File: src/rtl/core/cfpr_pkg.sv
// Shared types, constants and helpers for the complementary pitch/roll filter.
// Used by the channel interfaces, the CORDIC unit and the top level.
// No dependencies.
package cfpr_pkg;

    localparam int CORDIC_ITERATIONS = 16;
    localparam int ANGLE_FRAC_BITS   = 8;
    localparam int TABLE_LEN         = 24;

    // Field and register widths
    localparam int IN_W    = 16;
    localparam int ANG_W   = 24;
    localparam int GAIN_W  = 16;
    localparam int ALPHA_W = 17;
    localparam int MAG_W   = 17;
    localparam int CFG_W   = 17;
    localparam int CFG_IDX_W = 2;

    // Gain is unsigned Q0.24 held in 16 bits, alpha is unsigned Q1.16
    localparam int GAIN_FRAC  = 24;
    localparam int ALPHA_FRAC = 16;
    localparam int GYRO_SH    = GAIN_FRAC - ANGLE_FRAC_BITS;

    // CORDIC datapath
    localparam int CORDIC_PRESCALE = 8;
    localparam int X_W   = IN_W + CORDIC_PRESCALE + 3;
    localparam int Z_W   = 26;
    localparam int Z_FRAC = 16;
    localparam int Z_SH  = Z_FRAC - ANGLE_FRAC_BITS;
    localparam int ACC_ANG_W = Z_W - Z_SH;
    localparam int ITER_W    = $clog2(CORDIC_ITERATIONS);
    localparam int TAB_IDX_W = $clog2(TABLE_LEN);

    // Shared multiplier
    localparam int MUL_A_W = ANG_W + 1;
    localparam int MUL_B_W = ALPHA_W + 1;
    localparam int PROD_W  = MUL_A_W + MUL_B_W;
    localparam int SUM_W   = PROD_W + 1 - ALPHA_FRAC;

    localparam logic [GAIN_W-1:0]  GAIN_RST  = GAIN_W'(2560);
    localparam logic [ALPHA_W-1:0] ALPHA_RST = ALPHA_W'(64225);
    localparam logic [MAG_W-1:0]   LOW_RST   = MAG_W'(8192);
    localparam logic [MAG_W-1:0]   HIGH_RST  = MAG_W'(32768);
    localparam logic [ALPHA_W-1:0] ALPHA_ONE = ALPHA_W'(65536);

    typedef enum logic [CFG_IDX_W-1:0] {
        CFG_GYRO_GAIN   = 2'd0,
        CFG_BLEND_ALPHA = 2'd1,
        CFG_MAG_LOW     = 2'd2,
        CFG_MAG_HIGH    = 2'd3
    } cfg_idx_t;

    // atan(2^-i) in degrees, Q16
    function automatic logic signed [Z_W-1:0] atan_lookup(input logic [TAB_IDX_W-1:0] idx);
        logic signed [Z_W-1:0] v;
        begin
            case (idx)
                5'd0:    v = Z_W'(2949120);
                5'd1:    v = Z_W'(1740967);
                5'd2:    v = Z_W'(919879);
                5'd3:    v = Z_W'(466945);
                5'd4:    v = Z_W'(234379);
                5'd5:    v = Z_W'(117304);
                5'd6:    v = Z_W'(58666);
                5'd7:    v = Z_W'(29335);
                5'd8:    v = Z_W'(14668);
                5'd9:    v = Z_W'(7334);
                5'd10:   v = Z_W'(3667);
                5'd11:   v = Z_W'(1833);
                5'd12:   v = Z_W'(917);
                5'd13:   v = Z_W'(458);
                5'd14:   v = Z_W'(229);
                5'd15:   v = Z_W'(115);
                5'd16:   v = Z_W'(57);
                5'd17:   v = Z_W'(29);
                5'd18:   v = Z_W'(14);
                5'd19:   v = Z_W'(7);
                5'd20:   v = Z_W'(4);
                5'd21:   v = Z_W'(2);
                5'd22:   v = Z_W'(1);
                default: v = '0;
            endcase
            return v;
        end
    endfunction

    // Clamp to the signed angle range
    function automatic logic signed [ANG_W-1:0] sat_ang(input logic signed [SUM_W-1:0] v);
        logic signed [ANG_W-1:0] r;
        begin
            if ((&v[SUM_W-1:ANG_W-1]) || !(|v[SUM_W-1:ANG_W-1]))
                r = v[ANG_W-1:0];
            else if (v[SUM_W-1])
                r = {1'b1, {(ANG_W-1){1'b0}}};
            else
                r = {1'b0, {(ANG_W-1){1'b1}}};
            return r;
        end
    endfunction

endpackage

File: src/rtl/core/cfpr_cordic.sv
// Iterative vectoring CORDIC: atan2(y, x) in degrees, one micro-rotation per cycle.
// Depends on cfpr_pkg.
module cfpr_cordic
    import cfpr_pkg::*;
(
    input  logic                        clk,
    input  logic                        rst_n,
    input  logic                        start,
    input  logic signed [IN_W-1:0]      y_in,
    input  logic signed [IN_W-1:0]      x_in,
    output logic                        done,
    output logic signed [ACC_ANG_W-1:0] angle
);

    localparam logic [ITER_W-1:0] ITER_LAST = ITER_W'(CORDIC_ITERATIONS - 1);
    localparam logic signed [Z_W-1:0] Z_RIGHT = Z_W'(90 * 65536);
    localparam logic signed [Z_W-1:0] Z_HALF  = Z_W'(1) <<< (Z_SH - 1);

    logic                  busy_reg, busy_next;
    logic                  done_reg, done_next;
    logic                  zero_reg, zero_next;
    logic [ITER_W-1:0]     iter_reg, iter_next;
    logic signed [X_W-1:0] x_reg, x_next;
    logic signed [X_W-1:0] y_reg, y_next;
    logic signed [Z_W-1:0] z_reg, z_next;

    logic signed [X_W-1:0] x_sc, y_sc, xs, ys;
    logic signed [Z_W-1:0] step_ang, z_rnd;

    assign x_sc     = X_W'(x_in) <<< CORDIC_PRESCALE;
    assign y_sc     = X_W'(y_in) <<< CORDIC_PRESCALE;
    assign xs       = x_reg >>> iter_reg;
    assign ys       = y_reg >>> iter_reg;
    assign step_ang = atan_lookup(TAB_IDX_W'(iter_reg));

    always_comb
    begin
        busy_next = busy_reg;
        done_next = 1'b0;
        zero_next = zero_reg;
        iter_next = iter_reg;
        x_next    = x_reg;
        y_next    = y_reg;
        z_next    = z_reg;
        if (start)
        begin
            busy_next = 1'b1;
            iter_next = '0;
            zero_next = (x_in == '0) && (y_in == '0);
            if (x_in < 0)
            begin
                // left half plane: rotate by a quarter turn first
                if (y_in >= 0)
                begin
                    z_next = Z_RIGHT;
                    x_next = y_sc;
                    y_next = -x_sc;
                end
                else
                begin
                    z_next = -Z_RIGHT;
                    x_next = -y_sc;
                    y_next = x_sc;
                end
            end
            else
            begin
                z_next = '0;
                x_next = x_sc;
                y_next = y_sc;
            end
        end
        else if (busy_reg)
        begin
            if (y_reg > 0)
            begin
                x_next = x_reg + ys;
                y_next = y_reg - xs;
                z_next = z_reg + step_ang;
            end
            else
            begin
                x_next = x_reg - ys;
                y_next = y_reg + xs;
                z_next = z_reg - step_ang;
            end
            iter_next = iter_reg + 1'b1;
            if (iter_reg == ITER_LAST)
            begin
                busy_next = 1'b0;
                done_next = 1'b1;
            end
        end
    end

    always_ff @(posedge clk or negedge rst_n)
    begin
        if (!rst_n)
        begin
            busy_reg <= 1'b0;
            done_reg <= 1'b0;
            zero_reg <= 1'b0;
            iter_reg <= '0;
            x_reg    <= '0;
            y_reg    <= '0;
            z_reg    <= '0;
        end
        else
        begin
            busy_reg <= busy_next;
            done_reg <= done_next;
            zero_reg <= zero_next;
            iter_reg <= iter_next;
            x_reg    <= x_next;
            y_reg    <= y_next;
            z_reg    <= z_next;
        end
    end

    // round half up to the output fraction bits
    assign z_rnd = (z_reg + Z_HALF) >>> Z_SH;
    assign done  = done_reg;
    assign angle = zero_reg ? '0 : z_rnd[ACC_ANG_W-1:0];

endmodule
File: config.mk
export PLATFORM = sky130hd
export DESIGN_NAME = cfpr_cordic
export DESIGN_NICKNAME = d
export VERILOG_FILES = /design/src/rtl/core/cfpr_pkg.sv /design/src/rtl/core/cfpr_cordic.sv
export SDC_FILE = /design/constraint.sdc
export NUM_CORES = 1
export LEC_CHECK = 0
export BUFFER_PORTS_ARGS = -buffer_cell sky130_fd_sc_hd__buf_2
export CORE_MARGIN = 5
export CORE_UTILIZATION = 40
export CTS_CLUSTER_DIAMETER = 60
export CTS_CLUSTER_SIZE = 30
export DETAILED_ROUTE_END_ITERATION = 7
export PLACE_DENSITY = 0.61
export SYNTH_ARGS = -nofsm -noshare
export SYNTH_HDL_FRONTEND = slang
export SYNTH_SLANG_ARGS = --single-unit
File: constraint.sdc
create_clock -name clk -period 7.2 [get_ports clk]
set_input_delay 1.44 -clock clk [delete_from_list [all_inputs] [get_ports clk]]
set_output_delay 1.44 -clock clk [all_outputs]
set_load 0.05 [all_outputs]
-- Yosys cells after proc, flatten, opt, wreduce, memory -nomap -nowiden
Memories as Yosys holds them, arrays and structs flattened.
Index checks and enable logic that the tools add are counted.
- output and inout bits: 19
- register bits: 87
- bits of input ports: 35
- memory bits (read-only): 352
- memories: 1
- logic and storage cells: 52
- memories (memory ; words ; width ; read ports ; clocked after Yosys merged registers in ; wr ports ; line ; source):
    (name not given) ; 16 ; 22 ; 1 ; 0 ; 0 ; cfpr_pkg.sv:57 ; case (idx)
- shift-type cells: 2
- eq/ne operators: 1
- add/sub/neg operators: 10
- reduce and logical (&&, ||, !) cells: 4
- magnitude comparators: 3
- mux-type cells: 24
- operators by type and width (operator ; count):
    27-bit two-way mux ; 10
    26-bit two-way mux ; 5
    27-bit adder ; 2
    24-bit negator with 27-bit output ; 2
    27-bit by 4-bit >>> shifter with 27-bit output ; 2
    27-bit subtractor ; 2
    16-bit zero test ; 2
    27-bit by 1-bit greater-than comparator with 1-bit output (second input constant) ; 1
    26-bit adder ; 1
    26-bit by 9-bit adder with 26-bit output (second input constant) ; 1
    26-bit subtractor ; 1
    18-bit two-way mux ; 1
    16-bit by 1-bit >= comparator with 1-bit output (second input constant) ; 1
    16-bit by 1-bit < comparator with 1-bit output (second input constant) ; 1
    4-bit two-way mux ; 2
    1-bit two-way mux ; 6
    4-bit by 1-bit adder with 4-bit output (second input constant) ; 1
    4-bit equality test (second input constant) ; 1
    2-bit nonzero test ; 1
    1-bit logical AND ; 1

-- Logic depth before layout (Yosys ltp)
Gate-level depths: netlist (run 1).
- depth in word-level cells: 5
- mapped depth: 25
- depth with buffers taken out: 21

-- Worst setup path after synthesis (run 1)
OpenSTA, ideal clock, no wires.
- path type: register -> register
- start point: register iter_reg[0]
- end point: register z_reg[24]
- setup time: 0.139 ns
- arrival: 5.563 ns
- buffers on the path: 4
- period minus slack after synthesis: 5.701 ns
- setup slack: 1.499 ns
- data required time: 7.061 ns
- stages on the path, launching flop included: 23
- path through: dfrtp_1 -> buf_6 -> inv_1 -> clkbuf_1 -> clkbuf_1 -> ha_1 -> clkbuf_1 -> nor2b_1 -> a31oi_1 -> nand3_1 -> nor3_1 -> nand4_1 -> and2_0 -> xor2_1 -> ha_1 -> and3_1 -> a221o_1 -> o31ai_1 -> nor3_1 -> o41ai_1 -> a21oi_1 -> and3_1 -> or4_1
- longest elaborated chain between the ends: 5
- elaborated cells between the ends (all ways): 6
- classes of those cells: add/sub (2); mux (3); memory (1)
- ends and longest elaborated chain (what ; line ; source):
    from (decl) ; cfpr_cordic.sv:22 ; logic [ITER_W-1:0] iter_reg, iter_next;
    from (signal assigned) ; cfpr_cordic.sv:113 ; iter_reg <= iter_next;
    memory read 16 x 22 bit * ; n/a ;
    26-bit subtractor or 26-bit adder (tied branches) ; cfpr_cordic.sv:85, cfpr_cordic.sv:79 ;
    26-bit two-way mux * ; cfpr_cordic.sv:75 ; if (y_reg > 0)
    26-bit two-way mux * ; cfpr_cordic.sv:73 ; else if (busy_reg)
    26-bit two-way mux * ; cfpr_cordic.sv:45 ; if (start)
    to (signal assigned) ; cfpr_cordic.sv:116 ; z_reg <= z_next;
    to (decl) ; cfpr_cordic.sv:25 ; logic signed [Z_W-1:0] z_reg, z_next;
Mark *: on every way between the ends. The rest lies on a longest branch, timed or not. The select of a mux whose other input is x is not followed.
A chain may end at the register's enable or synchronous reset.

-- Worst setup path after layout (run 1)
- start point: register iter_reg[0]
- end point: register y_reg[26]
- longest elaborated chain between the ends: 5
- elaborated cells between the ends (all ways): 6
- classes of those cells: add/sub (2); shift (1); mux (3)
- ends and longest elaborated chain (what ; line ; source):
    27-bit by 4-bit >>> shifter with 27-bit output * ; cfpr_cordic.sv:32 ; assign xs = x_reg >>> iter_reg;
    27-bit adder or 27-bit subtractor (tied branches) ; cfpr_cordic.sv:84, cfpr_cordic.sv:78 ;
    27-bit two-way mux * ; cfpr_cordic.sv:75 ;
    27-bit two-way mux * ; cfpr_cordic.sv:73 ;
    27-bit two-way mux * ; cfpr_cordic.sv:45 ;
    to (signal assigned) ; cfpr_cordic.sv:115 ; y_reg <= y_next;
    to (decl) ; cfpr_cordic.sv:24 ; logic signed [X_W-1:0] y_reg, y_next;
Marked as above.

==> impl_metrics.json, run 1 <==
{
  "cts.reportedPaths.clkPinSlew_ps": 70,
  "place_area_um2": 14500,
  "final_area_um2": 14800,
  "postCtsHoldBufs": 0,
  "synth-edff-count": 0,
  "n_fill_cell": 3503,
  "ys.flop_type": "dfrtp_1",
  "antenna_found_initial": 0,
  "synth_compound_area_share_pct": 22.7,
  "synthToLayoutAreaGrowth_pct": 6.57,
  "dr.first_iter.drc_count": 1216,
  "yosys-top-cells-area": "dfrtp_1 16%, ha_1 8.6%, mux4_2 6.6%, mux2i_1 6.0%, xnor2_1 5.8%",
  "crit_start": "iter_reg[0]",
  "core_area_um2": 34500,
  "skew_ps": 12.3,
  "cts_setup_buffers": 0,
  "clock-sinks": 87,
  "globalRouteOverflowTotal": 0,
  "cts-root-buf": "clkbuf_16",
  "reg2reg_from": "iter_reg[0]",
  "vias": 13700,
  "worstPathMaxFanout": 33,
  "drc": 0,
  "setup_viol": 0,
  "drv_slew": 0,
  "synth_xor_area_share_pct": 10.3,
  "cts.path.max_buffers": 2,
  "grt_start_max_net_pins": 74,
  "ys_ff_latch": 87,
  "clkLatencyLatePin_ps": 370,
  "grt_pass1_vias": 12900,
  "grt_pass1_wl_mm": 72.4,
  "grtUsageTotal_pct": 23.2,
  "dieArea_um2": 38600,
  "initial_core_util_pct": 40.4,
  "required_ps": 7500,
  "syn-num-nets": 1887,
  "async_reset_ff_share_pct": 100,
  "tightest_slew_ps": 1010,
  "cts-resized-gates": 0,
  "fmax_mhz": 157,
  "gp_routability_congestion": 0.978,
  "seq_area_um2": 2190,
  "wl_mm": 46.2,
  "port_buffers": 53,
  "vias_per_cell": 6.22,
  "cts_buffers": 9,
  "synth_top_area_share_pct": 15.6,
  "hold_start": "z_reg[2]",
  "setup-tns-final_ps": 0,
  "finalHoldViolations": 0,
  "period_minus_slack_ps": 6350,
  "cap_violations": 0,
  "synth.area.mux_share_pct": 17.2,
  "synth_cell_types": 83,
  "io_pins": 54,
  "yosysTopAreaCell": "dfrtp_1",
  "cts_htree_levels": 3,
  "ys_seq_area_share_pct": 15.6,
  "fp.dieW_um": 196,
  "postSynthAreaPerCell_um2": 7.94,
  "status": "completed",
  "synth_fa_ha_area_share_pct": 9.07,
  "drt_pass1_iterations": 5,
  "wire_per_inst_um": 21.0,
  "crit_type": "reg2reg",
  "ant_nets": 0,
  "dpl.hpwl_mm": 35.1,
  "synthesis.area_um2": 13900,
  "layout-drive-gt1-share_pct": 11.2,
  "syn_inst": 1753,
  "rows": 68,
  "die-height_um": 196,
  "synthSimpleGateAreaFrac_pct": 20.4,
  "fin_nets": 1871,
  "fin_crit_sh_pct": 88.2,
  "start_kind": "register",
  "cts_tree": "yes",
  "multi_input_area_um2": 11100,
  "diodes": 0,
  "rsz0062_at_grt": "no",
  "maxSlewHeadroom_pct": 32.4,
  "cp-end-kind": "register",
  "arrival_ps": 6660,
  "yosysWarnings": 0,
  "hold_path.class": "reg2reg",
  "synth_top_family_by_area": "compound AO/OA/AOI/OAI gates"
}
kinds of logic (layout without fill, tap and decap cells):
kind of cell / count (synthesis) / after routing
buffers and inverters: 160 / 149
adders and majority gates: 99 / 99
DFF: 87 / 87
muxes: 170 / 170
xor gates and xnor gates: 164 / 164
AOI/OAI and AO/OA: 488 / 488
and+or+nand+nor: 585 / 585
layer usage:
layer / part of all wire, % / vias to the layer above / global-route usage, %
met5: 0 / - / 0
met4: 2.9 / 0 / 7.16
met3: 7.2 / 83 / 2.91
met2: 46 / 568 / 38.2
met1: 44 / 6535 / 32.0
li1: - / 6473 / -
synthesized netlist by cell type (12+ instances only):
cell	instances
nor2_1	188
nand2_1	129
a21oi_1	128
o21ai_0	108
ha_1	96
xnor2_1	92
dfrtp_1	87
mux2i_1	84
xor2_1	72
clkbuf_1	57
inv_1	54
nand3_1	44
mux4_2	41
mux2_2	37
nor3_1	36
nor2b_1	34
a21o_1	33
o211ai_1	31
nand2b_1	29
buf_1	26
a211oi_1	22
a31oi_1	22
o21a_1	19
nand4_1	17
buf_2	16
nor4_1	16
o22ai_1	16
o31ai_1	16
or3_1	16
and3_1	15
nor3b_1	13
and2_1	12
through the flow:
step / hold WS (ps) / cells / setup WS, ps / utilization, %
detailed placement: 528 / 2181 / 907 / 42.1
global placement: 510 / 2181 / 980 / 42.1
CTS: 545 / 2197 / 859 / 43.0
floorplan: 493 / 1753 / 1500 / -
global route: 580 / 2197 / 315 / 43.0
finish: 540 / 2197 / 847 / 43.0
final timing paths:
kind,to,slack [ps],cells past startpoint
worst max-delay path,y_reg[26],850,17
worst min-delay path,z_reg[2],540,2
worst max register to register,y_reg[26],850,17
worst min register to register,z_reg[2],540,2
max in group asynchronous,busy_reg,4980,2
min in group asynchronous,x_reg[0],1030,1
placed cells by master, fill, tap and decap left out, types with 37 or more instances in the layout:
master,instances
nor2_1,187
nand2_1,129
a21oi_1,128
o21ai_0,108
ha_1,96
xnor2_1,92
mux2i_1,84
dfrtp_1,82
xor2_1,72
inv_1,54
buf_2,51
nand3_1,44
mux4_2,41
mux2_2,37
worst max-delay path, stage by stage (launching register included):
cell	delay, ps
dfrtp_2	870
buf_4	430
mux4_1	640
mux4_2	530
a211o_1	330
a211o_1	270
nor4_1	600
a21oi_1	190
xnor2_1	170
ha_1	400
and4_1	260
and4b_1	210
or3b_2	450
nand2_1	100
o221ai_1	180
o21a_1	240
or3_1	300
nand3_1	80
cell type report:
cell class	count	area share, %
tap	455	3.84
clock inverter	5	0.430
multi-input combinational	1506	74.8
sequential	87	14.8
clock buffer	11	1.70
timing repair buffer	77	3.04
inverter	56	1.42
Power of run 1 is not shown: default switching activity piles up to over one toggle a cycle in this logic, so the estimate is an artifact.
==> run 2, diff against run 1 <==
- CORE_UTILIZATION: 40 -> 49
- PLACE_DENSITY: 0.61 -> 0.71
- SLEW_MARGIN: default -> 0
==> impl_metrics.json, run 2 (synthesis gave the netlist of run 1 again) <==
{
  "fin_crit_sh_pct": 88.0,
  "final_cell_mix": "187 x nor2_1, 129 x nand2_1, 128 x a21oi_1",
  "skew_ps": 15.4,
  "grt_start_max_net_pins": 75,
  "gp_routability_congestion": 1.03,
  "globalRouteOverflowTotal": 0,
  "antenna_found_initial": 0,
  "arrival_ps": 6580,
  "cts_tree": "yes",
  "die-height_um": 179,
  "cts_setup_buffers": 0,
  "dpl.hpwl_mm": 33.4,
  "layout-drive-gt1-share_pct": 11.0,
  "io_pins": 54,
  "setup_viol": 0,
  "grt_pass1_vias": 13000,
  "wire_per_inst_um": 21.1,
  "finalHoldViolations": 0,
  "final_cells": 2116,
  "cp_slowest_stage_delay_ps": 860,
  "cap_violations": 0,
  "fp.dieW_um": 179,
  "wl_mm": 44.6,
  "diodes": 0,
  "rows": 61,
  "path_cells": "inv_1 > ha_1 > nor2b_1 > a31oi_1 > nand3_1 > nor3_1 > nand4_1 > o31ai_1 > xor2_1 > ha_1 > a21oi_1 > inv_1 > or3_1 > o31ai_1 > nor3_1 > o41ai_1 > a21oi_1 > and3_1 > or4_1",
  "initial_core_util_pct": 49.8,
  "cts-resized-gates": 0,
  "drc": 0,
  "status": "completed",
  "ant_nets": 0,
  "cts_buffers": 9,
  "rr_worst_depth": 19,
  "cts.reportedPaths.clkPinSlew_ps": 90,
  "worstPathMaxFanout": 30,
  "fmax_mhz": 158,
  "maxSlewHeadroom_pct": 31.7,
  "cts-root-buf": "clkbuf_16",
  "drt_pass1_iterations": 6,
  "final_common_cell": "nor2_1",
  "hold_depth": 2,
  "tightest_slew_ps": 1020,
  "port_buffers": 53,
  "period_minus_slack_ps": 6340,
  "dieArea_um2": 31900,
  "required_ps": 7440,
  "rsz0062_at_grt": "no",
  "hold_path.class": "reg2reg",
  "synthToLayoutAreaGrowth_pct": 5.61,
  "vias": 13800,
  "seq_area_um2": 2190,
  "crit_type": "reg2reg",
  "postCtsHoldBufs": 0,
  "dr.first_iter.drc_count": 1466,
  "start_kind": "register",
  "core_area_um2": 27900,
  "crit_path_top_delay_cell": "dfrtp_2",
  "fin_nets": 1867,
  "cp-end-kind": "register",
  "grt_pass1_wl_mm": 71.0,
  "multi_input_area_um2": 11100,
  "cts.path.max_buffers": 2,
  "regToRegSetupSlack_ps": 860,
  "setup-tns-final_ps": 0,
  "n_fill_cell": 2720,
  "dp.cells": 2100,
  "drv_slew": 0,
  "clock-sinks": 87,
  "vias_per_cell": 6.51,
  "clkLatencyLatePin_ps": 370,
  "grtUsageTotal_pct": 27.7,
  "cts_htree_levels": 3
}
[run 2: through the flow]
stage          hold slack, ps  setup slack (ps)  util, %  area (µm²)
3_5_place_dp              524              1030     51.5       14400
6_report                  546               861     52.6       14700
5_1_grt                   565               392     52.6       14700
2_1_floorplan             493              1500        -       13900
4_1_cts                   545               985     52.6       14700
3_3_place_gp              519              1120     51.5       14400
[run 2: area by class of cell]
type                            count  area share, %
Clock buffer                        9           1.53
Clock inverter                      7          0.494
Inverter                           56           1.43
Multi-Input combinational cell   1506           75.5
Sequential cell                    87           14.9
Tap cell                          378           3.22
Timing Repair Buffer               73           2.95
[run 2: final timing paths]
check | start | end
worst min register to register | z_reg[3] | z_reg[3]
worst max register to register | iter_reg[0] | z_reg[24]
worst min-delay path | z_reg[3] | z_reg[3]
min in group asynchronous | rst_n | zero_reg
worst max-delay path | iter_reg[0] | z_reg[24]
max in group asynchronous | rst_n | iter_reg[0]
[run 2: worst max-delay path: cells and delay by family, from the launching register on]
| family | cells | cell delay, ps |
|---|---|---|
| buffers and inverters | 2 | 530 |
| adders and majority gates | 2 | 830 |
| xor gates and xnor gates | 1 | 180 |
| AOI/OAI and AO/OA | 6 | 1930 |
| and+or+nand+nor | 8 | 1860 |
| DFF | 1 | 860 |
[run 2: per-layer routing]
metal / track usage, % / vias to the layer above / wire [µm]
met5: 0 / - / 0
met4: 9.02 / 0 / 1400
met3: 4.85 / 119 / 3830
met2: 44.4 / 650 / 20500
met1: 37.9 / 6537 / 18900
li1: - / 6475 / -
Power of run 2 is left out for the same reason.
==> run 3, diff against run 2 <==
- BUFFER_PORTS_ARGS: -buffer_cell sky130_fd_sc_hd__buf_2 -> default
- DONT_BUFFER_PORTS: default -> 1
- PLACE_DENSITY: 0.71 -> default
==> impl_metrics.json, run 3 (synthesis gave the netlist of run 1 again) <==
{
  "drv_slew": 0,
  "antenna_found_initial": 1,
  "cts.reportedPaths.clkPinSlew_ps": 80,
  "final_cell_mix": "187 x nor2_1, 129 x nand2_1, 128 x a21oi_1",
  "rsz0062_at_grt": "no",
  "cts-root-buf": "clkbuf_16",
  "synthToLayoutAreaGrowth_pct": 4.23,
  "setup_slack_ps": 737,
  "worstPathMaxFanout": 43,
  "ant_nets": 0,
  "skew_ps": 13.0,
  "final_common_cell": "nor2_1",
  "grt_pass1_wl_mm": 72.0,
  "grtUsageTotal_pct": 28.5,
  "cts-resized-gates": 0,
  "fp.dieW_um": 179,
  "grt_start_max_net_pins": 131,
  "cts_buffers": 9,
  "rr_worst_depth": 19,
  "vias": 13400,
  "cap_violations": 0,
  "cts_setup_buffers": 0,
  "use_met2_pct": 47.3,
  "io_pins": 54,
  "cp-end-kind": "register",
  "dp_slack_ps": 870,
  "cp_slowest_stage_delay_ps": 810,
  "dr.first_iter.drc_count": 1199,
  "fin_nets": 1817,
  "layout-drive-gt1-share_pct": 8.35,
  "path_cells": "clkinv_1 > ha_1 > nor2b_1 > a31oi_1 > nand3_1 > nor3_1 > nand4_1 > o31ai_1 > xor2_1 > ha_1 > a21oi_1 > inv_1 > or3_1 > o31ai_1 > nor3_1 > o41ai_1 > a21oi_1 > and3_1 > or4_1",
  "start_kind": "register",
  "reg2reg_from": "iter_reg[1]",
  "grt_pass1_vias": 12800,
  "final_area_um2": 14500,
  "crit_type": "reg2reg",
  "postCtsHoldBufs": 0,
  "min_to": "z_reg[2]",
  "setup-tns-final_ps": 0,
  "n_fill_cell": 2789,
  "r2r_end": "z_reg[24]",
  "rows": 61,
  "crit_path_top_delay_cell": "dfrtp_4",
  "drc": 0,
  "place_area_um2": 14200,
  "final_cells": 2066,
  "fmax_mhz": 155,
  "clkLatencyLatePin_ps": 370,
  "status": "completed",
  "die-height_um": 179,
  "hold_start": "z_reg[2]",
  "cts_htree_levels": 3,
  "maxSlewHeadroom_pct": 37.9,
  "wire_per_inst_um": 22.2,
  "dieArea_um2": 31900,
  "cts.path.max_buffers": 2,
  "fin_crit_sh_pct": 89.8,
  "period_minus_slack_ps": 6460,
  "finalHoldViolations": 0,
  "required_ps": 7440,
  "wl_mm": 45.8,
  "dp.cells": 2050,
  "port_buffers": 0,
  "globalRouteOverflowTotal": 0,
  "regToRegSetupSlack_ps": 740,
  "arrival_ps": 6700,
  "diodes": 0,
  "initial_core_util_pct": 49.8,
  "core_area_um2": 27900,
  "cts_tree": "yes",
  "clock-sinks": 87,
  "hold_path.class": "reg2reg",
  "tightest_slew_ps": 930,
  "busiest_layer": "met2",
  "vias_per_cell": 6.50,
  "gp_routability_congestion": 0.961,
  "drt_pass1_iterations": 6,
  "hold_depth": 2,
  "use_met1_pct": 38.1,
  "setup_viol": 0,
  "dpl.hpwl_mm": 34.4,
  "met3_usage_pct": 5.11
}
## run 3: worst max path at each step
stage                           start        end  slack, ps  cells past startpoint
final                     iter_reg[1]  z_reg[24]        740                     19
after CTS                 iter_reg[1]  z_reg[24]        830                     19
after global placement    iter_reg[1]  z_reg[24]        940                     18
after global routing      iter_reg[1]  z_reg[24]        400                     19
after floorplan           iter_reg[0]  z_reg[24]       1500                     22
after detailed placement  iter_reg[1]  z_reg[24]        870                     18
## run 3: routing by layer
layer | wire length [µm] | up-vias
li1 | - | 6364
met1 | 19500 | 6431
met2 | 21500 | 554
met3 | 3570 | 90
met4 | 1190 | 0
met5 | 0 | -
## run 3: area by class of cell
cell class | instances | area (µm²) | area share (%)
well taps | 378 | 473 | 3.26
inverters | 56 | 210 | 1.45
flip-flops and latches | 87 | 2190 | 15.1
clock inverters | 7 | 103 | 0.708
multi-input cells | 1506 | 11100 | 76.5
repair buffers | 23 | 210 | 1.45
clock buffers | 9 | 225 | 1.55
## run 3: worst max-delay path: cells and delay by family, from the launching register on
| kind | cells | cell delay, ps |
|---|---|---|
| compound gates | 6 | 1980 |
| simple gates | 8 | 1930 |
| xor+xnor | 1 | 190 |
| flops | 1 | 810 |
| buf+inv | 2 | 570 |
| fa+ha+maj | 2 | 840 |
## run 3: through the flow
stage                     hold WS (ps)  util [%]
after detailed placement           530      50.7
after global placement             520      50.7
final                              540      51.9
after floorplan                    493         -
after global routing               583      51.9
after CTS                          545      51.9
Power of run 3 is left out for the same reason.
